==> src/rtl/core/lcom_pkg.sv <==
`default_nettype none

package lcom_pkg;

  // field widths
  localparam int RNGW  = 18;
  localparam int COLW  = 11;
  localparam int GAPW  = 16;
  localparam int DIVW  = 10;
  localparam int PRODW = RNGW + DIVW;
  localparam int WSW   = 22;
  localparam int IDXW  = 16;
  localparam int CURVW = 43;
  localparam int SQW   = 2 * WSW;

  // window geometry
  localparam int HALF  = 5;
  localparam int LAG   = 6;
  localparam int NCELL = 2 * HALF + 1;

  // configuration port
  localparam int CFG_AW = 4;
  localparam int CFG_DW = 32;
  localparam logic [1:0] REG_OCC_GAP = 2'd0;
  localparam logic [1:0] REG_PAR_DIV = 2'd1;
  localparam logic [1:0] REG_COL_GAP = 2'd2;
  localparam logic [GAPW-1:0] OCC_GAP_RST = 16'd300;
  localparam logic [DIVW-1:0] PAR_DIV_RST = 10'd50;
  localparam logic [COLW-1:0] COL_GAP_RST = 11'd10;

  typedef logic [RNGW-1:0]  rng_t;
  typedef logic [COLW-1:0]  col_t;
  typedef logic [GAPW-1:0]  gap_t;
  typedef logic [DIVW-1:0]  div_t;
  typedef logic [PRODW-1:0] prod_t;
  typedef logic [WSW-1:0]   wsum_t;
  typedef logic [IDXW-1:0]  idx_t;
  typedef logic [CURVW-1:0] curv_t;
  typedef logic [SQW-1:0]   sq_t;

  typedef struct packed {
    gap_t occ_gap;
    div_t par_div;
    col_t col_gap;
  } cfg_t;

  // word leaving the front stages
  typedef struct packed {
    rng_t  rng;
    prod_t prod;
    logic  last;
    logic  fall;
    logic  rise;
  } fitem_t;

  // one window cell
  typedef struct packed {
    rng_t rng;
    logic excl;
  } cell_t;

  // per-result side data
  typedef struct packed {
    idx_t index;
    logic cvalid;
    logic excl;
    logic last;
  } meta_t;

  // word handed from the window to the curvature pipeline
  typedef struct packed {
    rng_t  centre;
    wsum_t wsum;
    meta_t meta;
  } emit_t;

endpackage

`default_nettype wire

==> src/rtl/core/lcom_if.sv <==
`default_nettype none

interface lcom_in_if import lcom_pkg::*; ();
  logic valid;
  logic ready;
  rng_t range_mm;
  col_t column;
  logic last_point;

  modport source (output valid, output range_mm, output column, output last_point,
                  input ready);
  modport sink (input valid, input range_mm, input column, input last_point,
                output ready);
endinterface

interface lcom_out_if import lcom_pkg::*; ();
  logic  valid;
  logic  ready;
  idx_t  point_index;
  curv_t curvature;
  logic  curvature_valid;
  logic  excluded;
  logic  last_result;

  modport source (output valid, output point_index, output curvature,
                  output curvature_valid, output excluded, output last_result,
                  input ready);
  modport sink (input valid, input point_index, input curvature,
                input curvature_valid, input excluded, input last_result,
                output ready);
endinterface

`default_nettype wire

==> src/rtl/core/lcom_front.sv <==
`default_nettype none

module lcom_front import lcom_pkg::*; #(
  parameter int MAX_COLUMNS = 2048
) (
  input  wire logic   clk,
  input  wire logic   rst_n,
  input  wire cfg_t   cfg,
  lcom_in_if.sink     in_pt,
  output logic        f_valid,
  input  wire logic   f_take,
  output fitem_t      f_item
);

  logic v1_r, v2_r, v3_r;
  logic free1, free2, free3;

  rng_t r1_r, r2_r;
  col_t c1_r;
  logic l1_r, l2_r;
  rng_t diff2_r;
  logic fall2_r, rise2_r;
  fitem_t item3_r;

  rng_t prv_rng_r;
  col_t prv_col_r;

  col_t col_cl;
  col_t cdiff;
  rng_t rdiff;
  logic near, fall_nxt, rise_nxt;

  // stage handshake, bubbles collapse
  assign free3 = !v3_r || f_take;
  assign free2 = !v2_r || free3;
  assign free1 = !v1_r || free2;
  assign in_pt.ready = free1;

  // clamp column into the image
  assign col_cl = ({1'b0, in_pt.column} >= (COLW + 1)'(MAX_COLUMNS)) ?
                  COLW'(MAX_COLUMNS - 1) : in_pt.column;

  // pair terms against the previous word
  always_comb begin
    cdiff = (c1_r >= prv_col_r) ? c1_r - prv_col_r : prv_col_r - c1_r;
    rdiff = (r1_r >= prv_rng_r) ? r1_r - prv_rng_r : prv_rng_r - r1_r;
    near = cdiff < cfg.col_gap;
    fall_nxt = near && ({1'b0, prv_rng_r} > ({1'b0, r1_r} + (RNGW + 1)'(cfg.occ_gap)));
    rise_nxt = near && ({1'b0, r1_r} > ({1'b0, prv_rng_r} + (RNGW + 1)'(cfg.occ_gap)));
  end

  // valid bits and previous word
  always_ff @(posedge clk) begin
    if (!rst_n) begin
      v1_r <= 1'b0;
      v2_r <= 1'b0;
      v3_r <= 1'b0;
      prv_rng_r <= '0;
      prv_col_r <= '0;
    end else begin
      if (free1) v1_r <= in_pt.valid;
      if (free2) v2_r <= v1_r;
      if (free3) v3_r <= v2_r;
      if (free2 && v1_r) begin
        prv_rng_r <= r1_r;
        prv_col_r <= c1_r;
      end
    end
  end

  // payload stages
  always_ff @(posedge clk) begin
    if (free1 && in_pt.valid) begin
      r1_r <= in_pt.range_mm;
      c1_r <= col_cl;
      l1_r <= in_pt.last_point;
    end
    if (free2 && v1_r) begin
      r2_r <= r1_r;
      l2_r <= l1_r;
      diff2_r <= rdiff;
      fall2_r <= fall_nxt;
      rise2_r <= rise_nxt;
    end
    if (free3 && v2_r) begin
      item3_r.rng  <= r2_r;
      item3_r.prod <= PRODW'(diff2_r) * PRODW'(cfg.par_div);
      item3_r.last <= l2_r;
      item3_r.fall <= fall2_r;
      item3_r.rise <= rise2_r;
    end
  end

  assign f_valid = v3_r;
  assign f_item = item3_r;

endmodule

`default_nettype wire

==> src/rtl/core/lcom_cell.sv <==
`default_nettype none

module lcom_cell import lcom_pkg::*; (
  input  wire logic  clk,
  input  wire logic  rst_n,
  input  wire logic  shift,
  input  wire logic  clr,
  input  wire cell_t d,
  input  wire logic  mark,
  output cell_t      q
);

  cell_t q_r;
  cell_t q_nxt;

  // take the neighbor's point, or a mark on top of it
  always_comb begin
    q_nxt.rng  = d.rng;
    q_nxt.excl = d.excl | mark;
  end

  always_ff @(posedge clk) begin
    if (!rst_n) begin
      q_r <= '0;
    end else if (clr) begin
      q_r <= '0;
    end else if (shift) begin
      q_r <= q_nxt;
    end
  end

  assign q = q_r;

endmodule

`default_nettype wire

==> src/rtl/core/lcom_chain.sv <==
`default_nettype none

module lcom_chain import lcom_pkg::*; #(
  parameter int MAX_POINTS = 65536
) (
  input  wire logic   clk,
  input  wire logic   rst_n,
  input  wire logic   f_valid,
  output logic        f_take,
  input  wire fitem_t f_item,
  output logic        em_valid,
  input  wire logic   em_ready,
  output emit_t       em
);

  localparam int CW = $clog2(MAX_POINTS + 1);
  localparam int SW = CW + 1;

  cell_t cq [NCELL];
  cell_t cd [NCELL];
  logic [NCELL-1:0] mk;

  logic [CW-1:0] cnt_r;
  logic [CW-1:0] cnt_inc;
  logic fl_r;
  logic [2:0] fd_r;
  logic [HALF-1:0] pend_r;
  wsum_t wsum_r;
  wsum_t wsum_nxt;
  prod_t prodp_r;

  logic step_n, fstep, shift, fend;
  logic pair_ok, fall, rise, par;
  logic [CW-1:0] base;
  logic [SW-1:0] sum;
  logic emit_need;
  rng_t in_rng;

  // marks only on a word step past the first points
  always_comb begin
    cnt_inc = (cnt_r < CW'(MAX_POINTS)) ? cnt_r + 1'b1 : cnt_r;
    pair_ok = !fl_r && (cnt_r >= CW'(LAG));
    fall = pair_ok && f_item.fall;
    rise = pair_ok && f_item.rise;
    par  = pair_ok && !f_item.fall && !f_item.rise &&
           (prodp_r > PRODW'(cq[0].rng)) && (f_item.prod > PRODW'(cq[0].rng));
  end

  // index of the point that leaves the centre cell
  always_comb begin
    base = fl_r ? cnt_r : cnt_inc;
    sum = SW'(base) + (fl_r ? SW'(fd_r) : '0);
    emit_need = sum >= SW'(LAG + 1);
  end

  // step control
  assign step_n = f_valid && !fl_r && em_ready;
  assign fstep = fl_r && (em_ready || !emit_need);
  assign shift = step_n || fstep;
  assign fend = fstep && (fd_r == 3'(LAG));
  assign f_take = step_n;

  // cell inputs
  assign in_rng = fl_r ? '0 : f_item.rng;
  always_comb begin
    cd[0].rng = in_rng;
    cd[0].excl = pend_r[0] | rise;
    mk = '0;
    for (int k = 1; k < NCELL; k++) begin
      cd[k] = cq[k - 1];
    end
    for (int k = 1; k <= LAG; k++) begin
      mk[k] = fall;
    end
    mk[1] = fall | par;
  end

  for (genvar g = 0; g < NCELL; g++) begin : g_cell
    lcom_cell u_cell (
      .clk   (clk),
      .rst_n (rst_n),
      .shift (shift),
      .clr   (fend),
      .d     (cd[g]),
      .mark  (mk[g]),
      .q     (cq[g])
    );
  end

  // running sum over the cells
  assign wsum_nxt = wsum_r + WSW'(in_rng) - WSW'(cq[NCELL-1].rng);

  always_ff @(posedge clk) begin
    if (!rst_n) begin
      cnt_r <= '0;
      fl_r <= 1'b0;
      fd_r <= '0;
      pend_r <= '0;
      wsum_r <= '0;
      prodp_r <= '0;
    end else if (fend) begin
      cnt_r <= '0;
      fl_r <= 1'b0;
      fd_r <= '0;
      pend_r <= '0;
      wsum_r <= '0;
    end else if (fstep) begin
      fd_r <= fd_r + 1'b1;
      pend_r <= {1'b0, pend_r[HALF-1:1]};
      wsum_r <= wsum_nxt;
    end else if (step_n) begin
      cnt_r <= cnt_inc;
      pend_r <= {rise, pend_r[HALF-1:1] | {(HALF - 1){rise}}};
      wsum_r <= wsum_nxt;
      prodp_r <= f_item.prod;
      if (f_item.last) begin
        fl_r <= 1'b1;
        fd_r <= 3'd1;
      end
    end
  end

  // result word for the curvature pipeline
  always_comb begin
    em_valid = shift && emit_need;
    em.centre = cq[HALF].rng;
    em.wsum = wsum_r;
    em.meta.index = IDXW'(sum - SW'(LAG + 1));
    em.meta.cvalid = (sum >= SW'(LAG + 1 + HALF)) && (!fl_r || fd_r == 3'd1);
    em.meta.excl = cq[HALF].excl | fall;
    em.meta.last = fl_r && (fd_r == 3'(LAG));
  end

`ifndef SYNTHESIS
  a_fd_range: assert property (@(posedge clk) disable iff (!rst_n)
    fl_r |-> (fd_r >= 3'd1 && fd_r <= 3'(LAG)))
    else $error("flush step out of range");

  a_flush_clears: assert property (@(posedge clk) disable iff (!rst_n)
    fend |=> (cnt_r == '0 && pend_r == '0 && !fl_r && wsum_r == '0))
    else $error("state not cleared after flush");

  a_cnt_sat: assert property (@(posedge clk) disable iff (!rst_n)
    cnt_r <= CW'(MAX_POINTS))
    else $error("point count past saturation");

  a_cvalid_index: assert property (@(posedge clk) disable iff (!rst_n)
    (em_valid && em.meta.cvalid) |-> (em.meta.index >= IDXW'(HALF)))
    else $error("valid curvature near cloud start");
`endif

endmodule

`default_nettype wire

==> src/rtl/core/lcom_curv.sv <==
`default_nettype none

module lcom_curv import lcom_pkg::*; (
  input  wire logic  clk,
  input  wire logic  rst_n,
  input  wire logic  em_valid,
  output logic       em_ready,
  input  wire emit_t em,
  lcom_out_if.source out_res
);

  logic v1_r, v2_r, v3_r, vo_r;
  logic take_o, free3, free2, free1;

  wsum_t w1_r, r11_r;
  meta_t m1_r, m2_r, m3_r, mo_r;
  wsum_t d2_r;
  sq_t sq3_r;
  curv_t curv_o_r;
  wsum_t r11_nxt;
  wsum_t d2_nxt;

  // stage handshake
  assign take_o = !vo_r || out_res.ready;
  assign free3 = !v3_r || take_o;
  assign free2 = !v2_r || free3;
  assign free1 = !v1_r || free2;
  assign em_ready = free1;

  // eleven times the centre range
  assign r11_nxt = WSW'({em.centre, 3'b000}) + WSW'({em.centre, 1'b0}) + WSW'(em.centre);
  // neighbor sum minus ten centres
  assign d2_nxt = (w1_r >= r11_r) ? w1_r - r11_r : r11_r - w1_r;

  always_ff @(posedge clk) begin
    if (!rst_n) begin
      v1_r <= 1'b0;
      v2_r <= 1'b0;
      v3_r <= 1'b0;
      vo_r <= 1'b0;
    end else begin
      if (free1) v1_r <= em_valid;
      if (free2) v2_r <= v1_r;
      if (free3) v3_r <= v2_r;
      if (take_o) vo_r <= v3_r;
    end
  end

  always_ff @(posedge clk) begin
    if (free1 && em_valid) begin
      w1_r <= em.wsum;
      r11_r <= r11_nxt;
      m1_r <= em.meta;
    end
    if (free2 && v1_r) begin
      d2_r <= d2_nxt;
      m2_r <= m1_r;
    end
    if (free3 && v2_r) begin
      sq3_r <= SQW'(d2_r) * SQW'(d2_r);
      m3_r <= m2_r;
    end
    if (take_o && v3_r) begin
      curv_o_r <= m3_r.cvalid ? sq3_r[CURVW-1:0] : '0;
      mo_r <= m3_r;
    end
  end

  assign out_res.valid = vo_r;
  assign out_res.point_index = mo_r.index;
  assign out_res.curvature = curv_o_r;
  assign out_res.curvature_valid = mo_r.cvalid;
  assign out_res.excluded = mo_r.excl;
  assign out_res.last_result = mo_r.last;

endmodule

`default_nettype wire

==> src/rtl/core/lidar_curvature_occlusion_marker.sv <==
// path: a point that releases a result passes the 3 front stages, the window step,
//   then the 3 curvature stages with output register
// throughput: one point per cycle while the output does not stall, set by the
//   single-step window shift; a point with last_point holds the input while the window drains
// reset: rst_n synchronous, active low; clears window, counters, valid bits,
//   and loads the configuration registers with their defaults
`default_nettype none

module lidar_curvature_occlusion_marker import lcom_pkg::*; #(
  parameter int MAX_POINTS  = 65536,
  parameter int MAX_COLUMNS = 2048
) (
  input  wire logic              clk,
  input  wire logic              rst_n,
  lcom_in_if.sink                in_pt,
  lcom_out_if.source             out_res,
  input  wire logic              cfg_psel,
  input  wire logic              cfg_penable,
  input  wire logic              cfg_pwrite,
  input  wire logic [CFG_AW-1:0] cfg_paddr,
  input  wire logic [CFG_DW-1:0] cfg_pwdata,
  output logic      [CFG_DW-1:0] cfg_prdata,
  output logic                   cfg_pready
);

  gap_t occ_gap_r;
  div_t par_div_r;
  col_t col_gap_r;
  cfg_t cfg;
  logic [1:0] reg_idx;
  logic wr_en;

  logic   f_valid, f_take;
  fitem_t f_item;
  logic   em_valid, em_ready;
  emit_t  em;

  // register file
  assign cfg_pready = 1'b1;
  assign reg_idx = cfg_paddr[CFG_AW-1:2];
  assign wr_en = cfg_psel && cfg_penable && cfg_pwrite;

  always_ff @(posedge clk) begin
    if (!rst_n) begin
      occ_gap_r <= OCC_GAP_RST;
      par_div_r <= PAR_DIV_RST;
      col_gap_r <= COL_GAP_RST;
    end else if (wr_en) begin
      case (reg_idx)
        REG_OCC_GAP: occ_gap_r <= cfg_pwdata[GAPW-1:0];
        REG_PAR_DIV: par_div_r <= cfg_pwdata[DIVW-1:0];
        REG_COL_GAP: col_gap_r <= cfg_pwdata[COLW-1:0];
        default: ;
      endcase
    end
  end

  // read back
  always_comb begin
    case (reg_idx)
      REG_OCC_GAP: cfg_prdata = CFG_DW'(occ_gap_r);
      REG_PAR_DIV: cfg_prdata = CFG_DW'(par_div_r);
      REG_COL_GAP: cfg_prdata = CFG_DW'(col_gap_r);
      default:     cfg_prdata = '0;
    endcase
  end

  assign cfg.occ_gap = occ_gap_r;
  assign cfg.par_div = par_div_r;
  assign cfg.col_gap = col_gap_r;

  lcom_front #(
    .MAX_COLUMNS (MAX_COLUMNS)
  ) u_front (
    .clk     (clk),
    .rst_n   (rst_n),
    .cfg     (cfg),
    .in_pt   (in_pt),
    .f_valid (f_valid),
    .f_take  (f_take),
    .f_item  (f_item)
  );

  lcom_chain #(
    .MAX_POINTS (MAX_POINTS)
  ) u_chain (
    .clk      (clk),
    .rst_n    (rst_n),
    .f_valid  (f_valid),
    .f_take   (f_take),
    .f_item   (f_item),
    .em_valid (em_valid),
    .em_ready (em_ready),
    .em       (em)
  );

  lcom_curv u_curv (
    .clk      (clk),
    .rst_n    (rst_n),
    .em_valid (em_valid),
    .em_ready (em_ready),
    .em       (em),
    .out_res  (out_res)
  );

endmodule

`default_nettype wire

==> src/flat_wrapper.sv <==
// flat-port wrapper written by rule: the top's interface ports become plain ports
module lidar_curvature_occlusion_marker_flat import lcom_pkg::*;
#(
  parameter int MAX_POINTS  = 65536,
  parameter int MAX_COLUMNS = 2048
)
  (clk, rst_n, cfg_psel, cfg_penable, cfg_pwrite, cfg_paddr, cfg_pwdata, cfg_prdata, cfg_pready, in_pt_valid, in_pt_range_mm, in_pt_column, in_pt_last_point, in_pt_ready, out_res_valid, out_res_point_index, out_res_curvature, out_res_curvature_valid, out_res_excluded, out_res_last_result, out_res_ready);
  lcom_in_if in_pt_i ();
  lcom_out_if out_res_i ();
  input  wire logic clk;
  input  wire logic rst_n;
  input  wire logic cfg_psel;
  input  wire logic cfg_penable;
  input  wire logic cfg_pwrite;
  input  wire logic [CFG_AW-1:0] cfg_paddr;
  input  wire logic [CFG_DW-1:0] cfg_pwdata;
  output logic      [CFG_DW-1:0] cfg_prdata;
  output logic cfg_pready;
  input wire logic [$bits(in_pt_i.valid)-1:0] in_pt_valid;
  input wire logic [$bits(in_pt_i.range_mm)-1:0] in_pt_range_mm;
  input wire logic [$bits(in_pt_i.column)-1:0] in_pt_column;
  input wire logic [$bits(in_pt_i.last_point)-1:0] in_pt_last_point;
  output wire logic [$bits(in_pt_i.ready)-1:0] in_pt_ready;
  output wire logic [$bits(out_res_i.valid)-1:0] out_res_valid;
  output wire logic [$bits(out_res_i.point_index)-1:0] out_res_point_index;
  output wire logic [$bits(out_res_i.curvature)-1:0] out_res_curvature;
  output wire logic [$bits(out_res_i.curvature_valid)-1:0] out_res_curvature_valid;
  output wire logic [$bits(out_res_i.excluded)-1:0] out_res_excluded;
  output wire logic [$bits(out_res_i.last_result)-1:0] out_res_last_result;
  input wire logic [$bits(out_res_i.ready)-1:0] out_res_ready;
  assign in_pt_i.valid = in_pt_valid;
  assign in_pt_i.range_mm = in_pt_range_mm;
  assign in_pt_i.column = in_pt_column;
  assign in_pt_i.last_point = in_pt_last_point;
  assign in_pt_ready = in_pt_i.ready;
  assign out_res_valid = out_res_i.valid;
  assign out_res_point_index = out_res_i.point_index;
  assign out_res_curvature = out_res_i.curvature;
  assign out_res_curvature_valid = out_res_i.curvature_valid;
  assign out_res_excluded = out_res_i.excluded;
  assign out_res_last_result = out_res_i.last_result;
  assign out_res_i.ready = out_res_ready;
  lidar_curvature_occlusion_marker #(.MAX_POINTS(MAX_POINTS), .MAX_COLUMNS(MAX_COLUMNS)) u_core (.clk(clk), .rst_n(rst_n), .in_pt(in_pt_i), .out_res(out_res_i), .cfg_psel(cfg_psel), .cfg_penable(cfg_penable), .cfg_pwrite(cfg_pwrite), .cfg_paddr(cfg_paddr), .cfg_pwdata(cfg_pwdata), .cfg_prdata(cfg_prdata), .cfg_pready(cfg_pready));
endmodule
==> config.mk <==
export PLATFORM = sky130hd
export DESIGN_NAME = lidar_curvature_occlusion_marker_flat
export DESIGN_NICKNAME = d
export VERILOG_FILES = /design/src/rtl/core/lcom_pkg.sv /design/src/rtl/core/lcom_if.sv /design/src/rtl/core/lcom_front.sv /design/src/rtl/core/lcom_cell.sv /design/src/rtl/core/lcom_chain.sv /design/src/rtl/core/lcom_curv.sv /design/src/rtl/core/lidar_curvature_occlusion_marker.sv /design/src/flat_wrapper.sv
export SDC_FILE = /design/constraint.sdc
export NUM_CORES = 2
export LEC_CHECK = 0
export ABC_CLOCK_PERIOD_IN_PS = 10400
export BUFFER_PORTS_ARGS = -buffer_cell sky130_fd_sc_hd__buf_2
export CORE_AREA = 4 4 322 324
export CTS_CLUSTER_SIZE = 14
export DETAILED_ROUTE_END_ITERATION = 6
export DIE_AREA = 0 0 326 328
export PLACE_DENSITY = 0.76
export SETUP_SLACK_MARGIN = 0.2
export SYNTH_ARGS = -nofsm -noshare
export SYNTH_HDL_FRONTEND = slang
export SYNTH_SLANG_ARGS = --single-unit
==> constraint.sdc <==
create_clock -name clk -period 10.4 [get_ports clk]
set_input_delay 0.52 -clock clk [delete_from_list [all_inputs] [get_ports clk]]
set_output_delay 0.52 -clock clk [all_outputs]
set_load 0.005 [all_outputs]
* Word-level counts from Yosys, hierarchy flattened
Cells that the tools add are included.
** Word-level totals
- Register bits after elaboration :: 699
- Input port bits :: 73
- Output and inout port bits :: 97
- Word-level logic and storage cells :: 189
** Operators by class
- Add/sub/neg operators :: 16
- Multiply operators :: 2
- Order comparisons :: 12
- Eq/ne operators :: 4
- Mux-type cells :: 15
- Bitwise gates (word level) :: 12
- Reductions and logical operators :: 58
** Operators with widths (count)
- 22-bit 2-to-1 mux :: 3
- 28-bit by 18-bit > comparator with 1-bit output :: 2
- 16-bit one-hot mux with 3 select lines :: 1
- 22-bit by 18-bit adder with 22-bit output :: 2
- 22-bit subtractor :: 2
- 22-bit by 22-bit multiplier with 43-bit output :: 1
- 18-bit by 16-bit adder with 19-bit output :: 2
- 18-bit by 19-bit > comparator with 1-bit output :: 2
- 18-bit 2-to-1 mux :: 2
- 18-bit subtractor :: 2
- 17-bit 2-to-1 mux :: 2
- 18-bit by 10-bit multiplier with 28-bit output :: 1
- 1-bit logical AND :: 25
- 21-bit by 19-bit adder with 22-bit output :: 1
- 22-bit >= comparator :: 1
- 11-bit subtractor :: 2
- 22-bit by 18-bit subtractor with 22-bit output :: 1
- 17-bit by 3-bit adder with 18-bit output :: 1
- 18-bit >= comparator :: 1
- 18-bit by 3-bit >= comparator with 1-bit output, second input constant :: 1
- 18-bit by 4-bit >= comparator with 1-bit output, second input constant :: 1
- 17-bit by 1-bit adder with 17-bit output, second input constant :: 1
- 17-bit by 3-bit >= comparator with 1-bit output, second input constant :: 1
- 17-bit < comparator, second input constant :: 1
- other kinds (22) :: 60

* Logic depth before layout (Yosys ltp)
- Word-level depth :: 11
- Depth in mapped cells :: 29
- Gate-level depth less buffers :: 28

* Cells and area by module
A second synthesis with hierarchy kept.
** Second synthesis, totals
- Cells, all modules :: 5803
- Area, all modules :: 57559.0 µm²
** By module, submodules not included
- lcom_curv :: instances 1, cells an instance 2317, area each 24861.3 µm², sequential area each 6866.6 µm²
- lcom_front :: instances 1, cells an instance 1664, area each 15855.2 µm², sequential area each 4184.0 µm²
- lcom_cell :: instances 11, cells an instance 63, area each 713.2 µm², sequential area each 380.4 µm²
- lcom_chain :: instances 1, cells an instance 920, area each 7126.8 µm², sequential area each 1521.5 µm²
- lidar_curvature_occlusion_marker :: instances 1, cells an instance 209, area each 1870.5 µm², sequential area each 740.7 µm²

* Worst setup path after synthesis
No wires, ideal clock.
- Path type :: register -> register
- Start :: register u_core.u_curv.d2_r[8]
- End :: register u_core.u_curv.sq3_r[36] (data pin)
- Setup time :: 0.259 ns
- Arrival time :: 6.869 ns
- Data required time :: 10.141 ns
- Path slack :: 3.272 ns
- Cell stages (with the launch flop) :: 28
- Buffers on the path :: 2
- Period minus slack after synthesis :: 7.128 ns
- Path through :: edfxtp_1 -> clkbuf_1 -> clkbuf_1 -> nand2_1 -> fa_1 -> inv_1 -> fa_1 -> inv_1 -> fa_1 -> inv_1 -> fa_1 -> ha_1 -> fa_1 -> inv_1 -> fa_1 -> inv_1 -> ha_1 -> o21ai_0 -> o21ai_0 -> a211oi_1 -> a21oi_1 -> a31oi_1 -> a21oi_1 -> a221o_1 -> a41o_1 -> a21o_1 -> a21oi_1 -> xnor2_1
** On the way
- Word-level cells in the longest chain between the ends :: 1
** RTL lines
- from (decl) :: RTL line lcom_curv.sv:17 : wsum_t d2_r;
- from (signal assigned) :: RTL line lcom_curv.sv:56 : d2_r <= d2_nxt;
- 22-bit by 22-bit multiplier with 43-bit output :: RTL line lcom_curv.sv:60 : sq3_r <= SQW'(d2_r) * SQW'(d2_r);
- to (signal assigned) :: RTL line lcom_curv.sv:60
- to (decl) :: RTL line lcom_curv.sv:18 : sq_t sq3_r;
No other way between the ends.
A chain may end at the register's enable or synchronous reset.

* Final worst setup path
- Start :: register u_core.u_curv.d2_r[8]
- End :: register u_core.u_curv.sq3_r[40] (data pin)
Same word-level chain as after synthesis.

==> summary.log <==
[final_layout] leading cell type in the layout, fill and taps excluded sky130_fd_sc_hd__nand2_1
[grt] global-route wire length before repair 200000 um
[power_and_ir_drop] Lkg Pwr 0.0260 uW
[clock_network] CTS tree done
[final_layout] multi-input gate area in the final layout 33300 um2
[timing] number of max-slew violations in the final report 0
[drt] Detailed Route Iter0 Violations 2466
[clock_network] Clk Latency, worst-skew pair 640 ps
[drt] post-detailed-route via-to-cell ratio 5.39
[logic_synthesis] synthesized instance count 5846
[drt] number of vias after detailed routing 39157
[grt] maximum number of pins on one net before global-route repair 100
[critical_path] Arr. time, crit path 8770 ps
[critical_path] data required time at the worst endpoint 10780 ps
[critical_path] type of the worst setup path reg2reg
[timing] Relative slew margins 0.238
[outcome] status complete, no violations
[clock_network] cts repair resizes 0
[run] number of max-cap violations 0
[floorplan] Starting Density 0.543
[logic_synthesis] sequential fraction of the synthesis area 0.317
[grt] combined global-route utilization of all metal layers 0.226
[power_and_ir_drop] Final Power 7230 uW
[logic_synthesis] cell type with the highest aggregate area in the netlist sky130_fd_sc_hd__edfxtp_1
[logic_synthesis] count of flip-flops with a built-in enable after synthesis 344
[final_layout] Final #Nets 6908
[drt] DRC violation count after routing 0
[timing] post-layout min period 8390 ps
[logic_synthesis] synthesis warning total 0
[critical_path] capture point of the worst path u_core.u_curv.sq3_r[40]
[floorplan] number of top-level design ports 170
[logic_synthesis] proportion of synthesized flip-flops having asynchronous set or reset 0
[timing] Highest Clock Rate 119 MHz
[clock_network] Clock transition at path regs 60 ps
[logic_synthesis] dominant cells by area after synthesis sky130_fd_sc_hd__edfxtp_1 (19%), sky130_fd_sc_hd__fa_1 (19%), sky130_fd_sc_hd__dfxtp_1 (13%), sky130_fd_sc_hd__ha_1 (11%), sky130_fd_sc_hd__nand2_1 (6.4%)
[clock_network] number of buffers added by the clock tree synthesis step 75
[clock_network] clk sinks 697
[logic_synthesis] Primary FF master, synth sky130_fd_sc_hd__dfxtp_1
[critical_path] Reg-to-Reg End u_core.u_curv.sq3_r[40]
[final_layout] commonest cells after routing, fill and taps aside sky130_fd_sc_hd__nand2_1 (932), sky130_fd_sc_hd__inv_1 (866), sky130_fd_sc_hd__fa_1 (515)
[floorplan] full die area 107000 um2
[floorplan] core region area 101000 um2
[timing] slew at the pin with the worst max-slew slack 1140 ps
[final_layout] final antenna diode count 0
[logic_synthesis] post-synthesis cell area 54900 um2
[final_layout] area added between synthesis and finish 7.57%
[power_and_ir_drop] worst supply voltage drop on vdd 0.000132 V
[clock_network] Root Buffer sky130_fd_sc_hd__clkbuf_16
[hold_path] worst hold path startpoint in_pt_column[1]
[final_layout] share of cells above drive strength 1 0.0553
[logic_synthesis] top cell type's share of synthesized area 0.188
[logic_synthesis] syn_area_per_cell 9.40 um2
[critical_path] nature of the critical path endpoint flip-flop
[placement] Port Buffer Count 133
[timing] Final Hold Violating Endpoints 0
[clock_network] total setup buffers inserted after CTS 0
[critical_path] critical path launch point u_core.u_curv.d2_r[8]
[hold_path] classification of the worst-slack hold path in2reg
[floorplan] standard-cell rows 117
[drt] residual antenna-violating net count after detailed routing 0
[drt] total iterations of the first detailed-routing run 5
[clock_network] maximum buffer depth of the clock tree 3
[placement] Placer Congestion 0.896
[drt] Routed Wire Length 120000 um
[logic_synthesis] Unique masters post-synth 82
[power_and_ir_drop] PwrDens 122 nW/um2
[grt] vias in the first global route 40477
[timing] aggregate negative setup slack 0 ps
[timing] final-report setup violation count 0
[clock_network] number of H-tree branching levels 3
[placement] post-DP HPWL 90900 um
[critical_path] r2r worst-path depth 25
[placement] post-placement setup slack 2080 ps
[drt] wire per inst 16.5 um
[floorplan] Chip Width 326 um
[timing] RSZ-0062 raised after global routing no
[clock_network] count of hold-fix buffers inserted at cts 0
[critical_path] kind of start point of the critical path flip-flop
[critical_path] slack of the worst reg-to-reg path 2010 ps
[grt] global route total overflow 0
[timing] worst clock skew on the final layout 31.4 ps
[critical_path] critical path fanouts, max 20
[timing] final worst path period share 0.806
[logic_synthesis] register bit count reported by yosys 697
[floorplan] vertical extent of the die 328 um
[final_layout] register area 17400 um2
[final_layout] layout filler cell count 8487
[critical_path] origin of the critical flop-to-flop path u_core.u_curv.d2_r[8]
[grt] antenna violations before repair 0
[timing] worst setup slack after layout 2010 ps
[worst min-delay path by stage]
stage	to	slack, ps	cells past startpoint
after floorplan	u_core.u_curv.m2_r[0]	400	0
after global placement	u_core.u_front.f_item[1]	400	0
after detailed placement	u_core.u_curv.out_res.point_index[15]	400	0
after CTS	u_core.u_front.c1_r[1]	10	1
after global routing	u_core.u_front.r1_r[0]	20	1
final	u_core.u_front.c1_r[1]	50	1
[power breakdown]
group,switching [uW],internal [uW],total [uW]
sequential,89.9,2990,3080
clock,1130,1630,2760
combinational,807,591,1400
total,2030,5210,7230
[cell type report]
type / count / area share
timing repair buffer: 162 / 0.0150
tap: 1368 / 0.0290
inverter: 867 / 0.0551
multi-input combinational: 4028 / 0.563
sequential: 697 / 0.294
clock buffer: 110 / 0.0370
clock inverter: 30 / 0.00663
[cells by family after synthesis]
logic type,after synthesis,share of synthesized area
flip-flops,697,0.317
other,2,0.000137
AND/OR/NAND/NOR,1745,0.147
buffers and inverters,1137,0.0805
multiplexers,47,0.00870
adder cells (fa/ha/maj),1005,0.299
AO/OA/AOI/OAI,984,0.111
XOR/XNOR,229,0.0365
[cells in the mapped netlist, drive strengths merged, types with 8 or more instances]
cell type,instances
nand2,933
inv,867
fa,515
ha,489
a21oi,429
dfxtp,353
edfxtp,344
and2,231
clkbuf,195
nor2,173
xnor2,147
o21ai,139
a21boi,96
a21o,83
xor2,82
buf,75
nor3,69
nor2b,66
nand2b,63
nand3,59
mux2i,41
o21a,39
o21bai,35
nand4,29
and3,28
nor4,23
a22oi,22
a211oi,21
or2,15
or3,15
a31oi,14
o211ai,13
and4,12
a31o,9
a221oi,8
o41ai,8
or4,8
[registers in the layout (all words and copies together) (netlist names), 19 cells and up]
register	cells
u_core.u_chain.g_cell.u_cell.q	204
u_core.u_chain.prodp_r	28
u_core.u_chain.wsum_r	22
u_core.u_curv.d2_r	22
u_core.u_curv.m1_r	19
u_core.u_curv.m2_r	19
u_core.u_curv.m3_r	19
u_core.u_curv.out_res.curvature	42
u_core.u_curv.r11_r	22
u_core.u_curv.sq3_r	42
u_core.u_curv.w1_r	22
u_core.u_front.f_item	49
[routing by layer]
layer  global-route usage  share of wire
met1                0.275           0.41
met2                0.407           0.51
met3               0.0273          0.041
met4               0.0932          0.042
met5                    0              0
[worst max-delay path, stage by stage (launching register included)]
cell                       delay (ps)
sky130_fd_sc_hd__edfxtp_1         980
sky130_fd_sc_hd__inv_1            360
sky130_fd_sc_hd__nor2_1           280
sky130_fd_sc_hd__fa_1             510
sky130_fd_sc_hd__ha_1             310
sky130_fd_sc_hd__a21oi_1          230
sky130_fd_sc_hd__fa_1             440
sky130_fd_sc_hd__inv_1             80
sky130_fd_sc_hd__fa_1             430
sky130_fd_sc_hd__fa_1             480
sky130_fd_sc_hd__fa_1             550
sky130_fd_sc_hd__inv_1             60
sky130_fd_sc_hd__fa_1             520
sky130_fd_sc_hd__inv_1             50
sky130_fd_sc_hd__ha_1             340
sky130_fd_sc_hd__nand2_1          110
sky130_fd_sc_hd__nor2_1           140
sky130_fd_sc_hd__nand4_1          180
sky130_fd_sc_hd__a21oi_1          390
sky130_fd_sc_hd__a31oi_1          320
sky130_fd_sc_hd__a21oi_1          400
sky130_fd_sc_hd__a221o_1          260
sky130_fd_sc_hd__a21oi_1          130
sky130_fd_sc_hd__nor3b_1          310
sky130_fd_sc_hd__o22ai_1          150
sky130_fd_sc_hd__xnor2_1          140
[stage by stage]
stage | hold WS [ps] | std cells | area [um2] | utilization
floorplan | 400 | 5862 | 55000 | -
global placement | 402 | 7122 | 56500 | 0.559
detailed placement | 405 | 7122 | 56500 | 0.559
CTS | 12.3 | 7262 | 59100 | 0.584
global route | 23.2 | 7262 | 59100 | 0.584
finish | 51.3 | 7262 | 59100 | 0.584
Power figures use the tool's default switching activity.
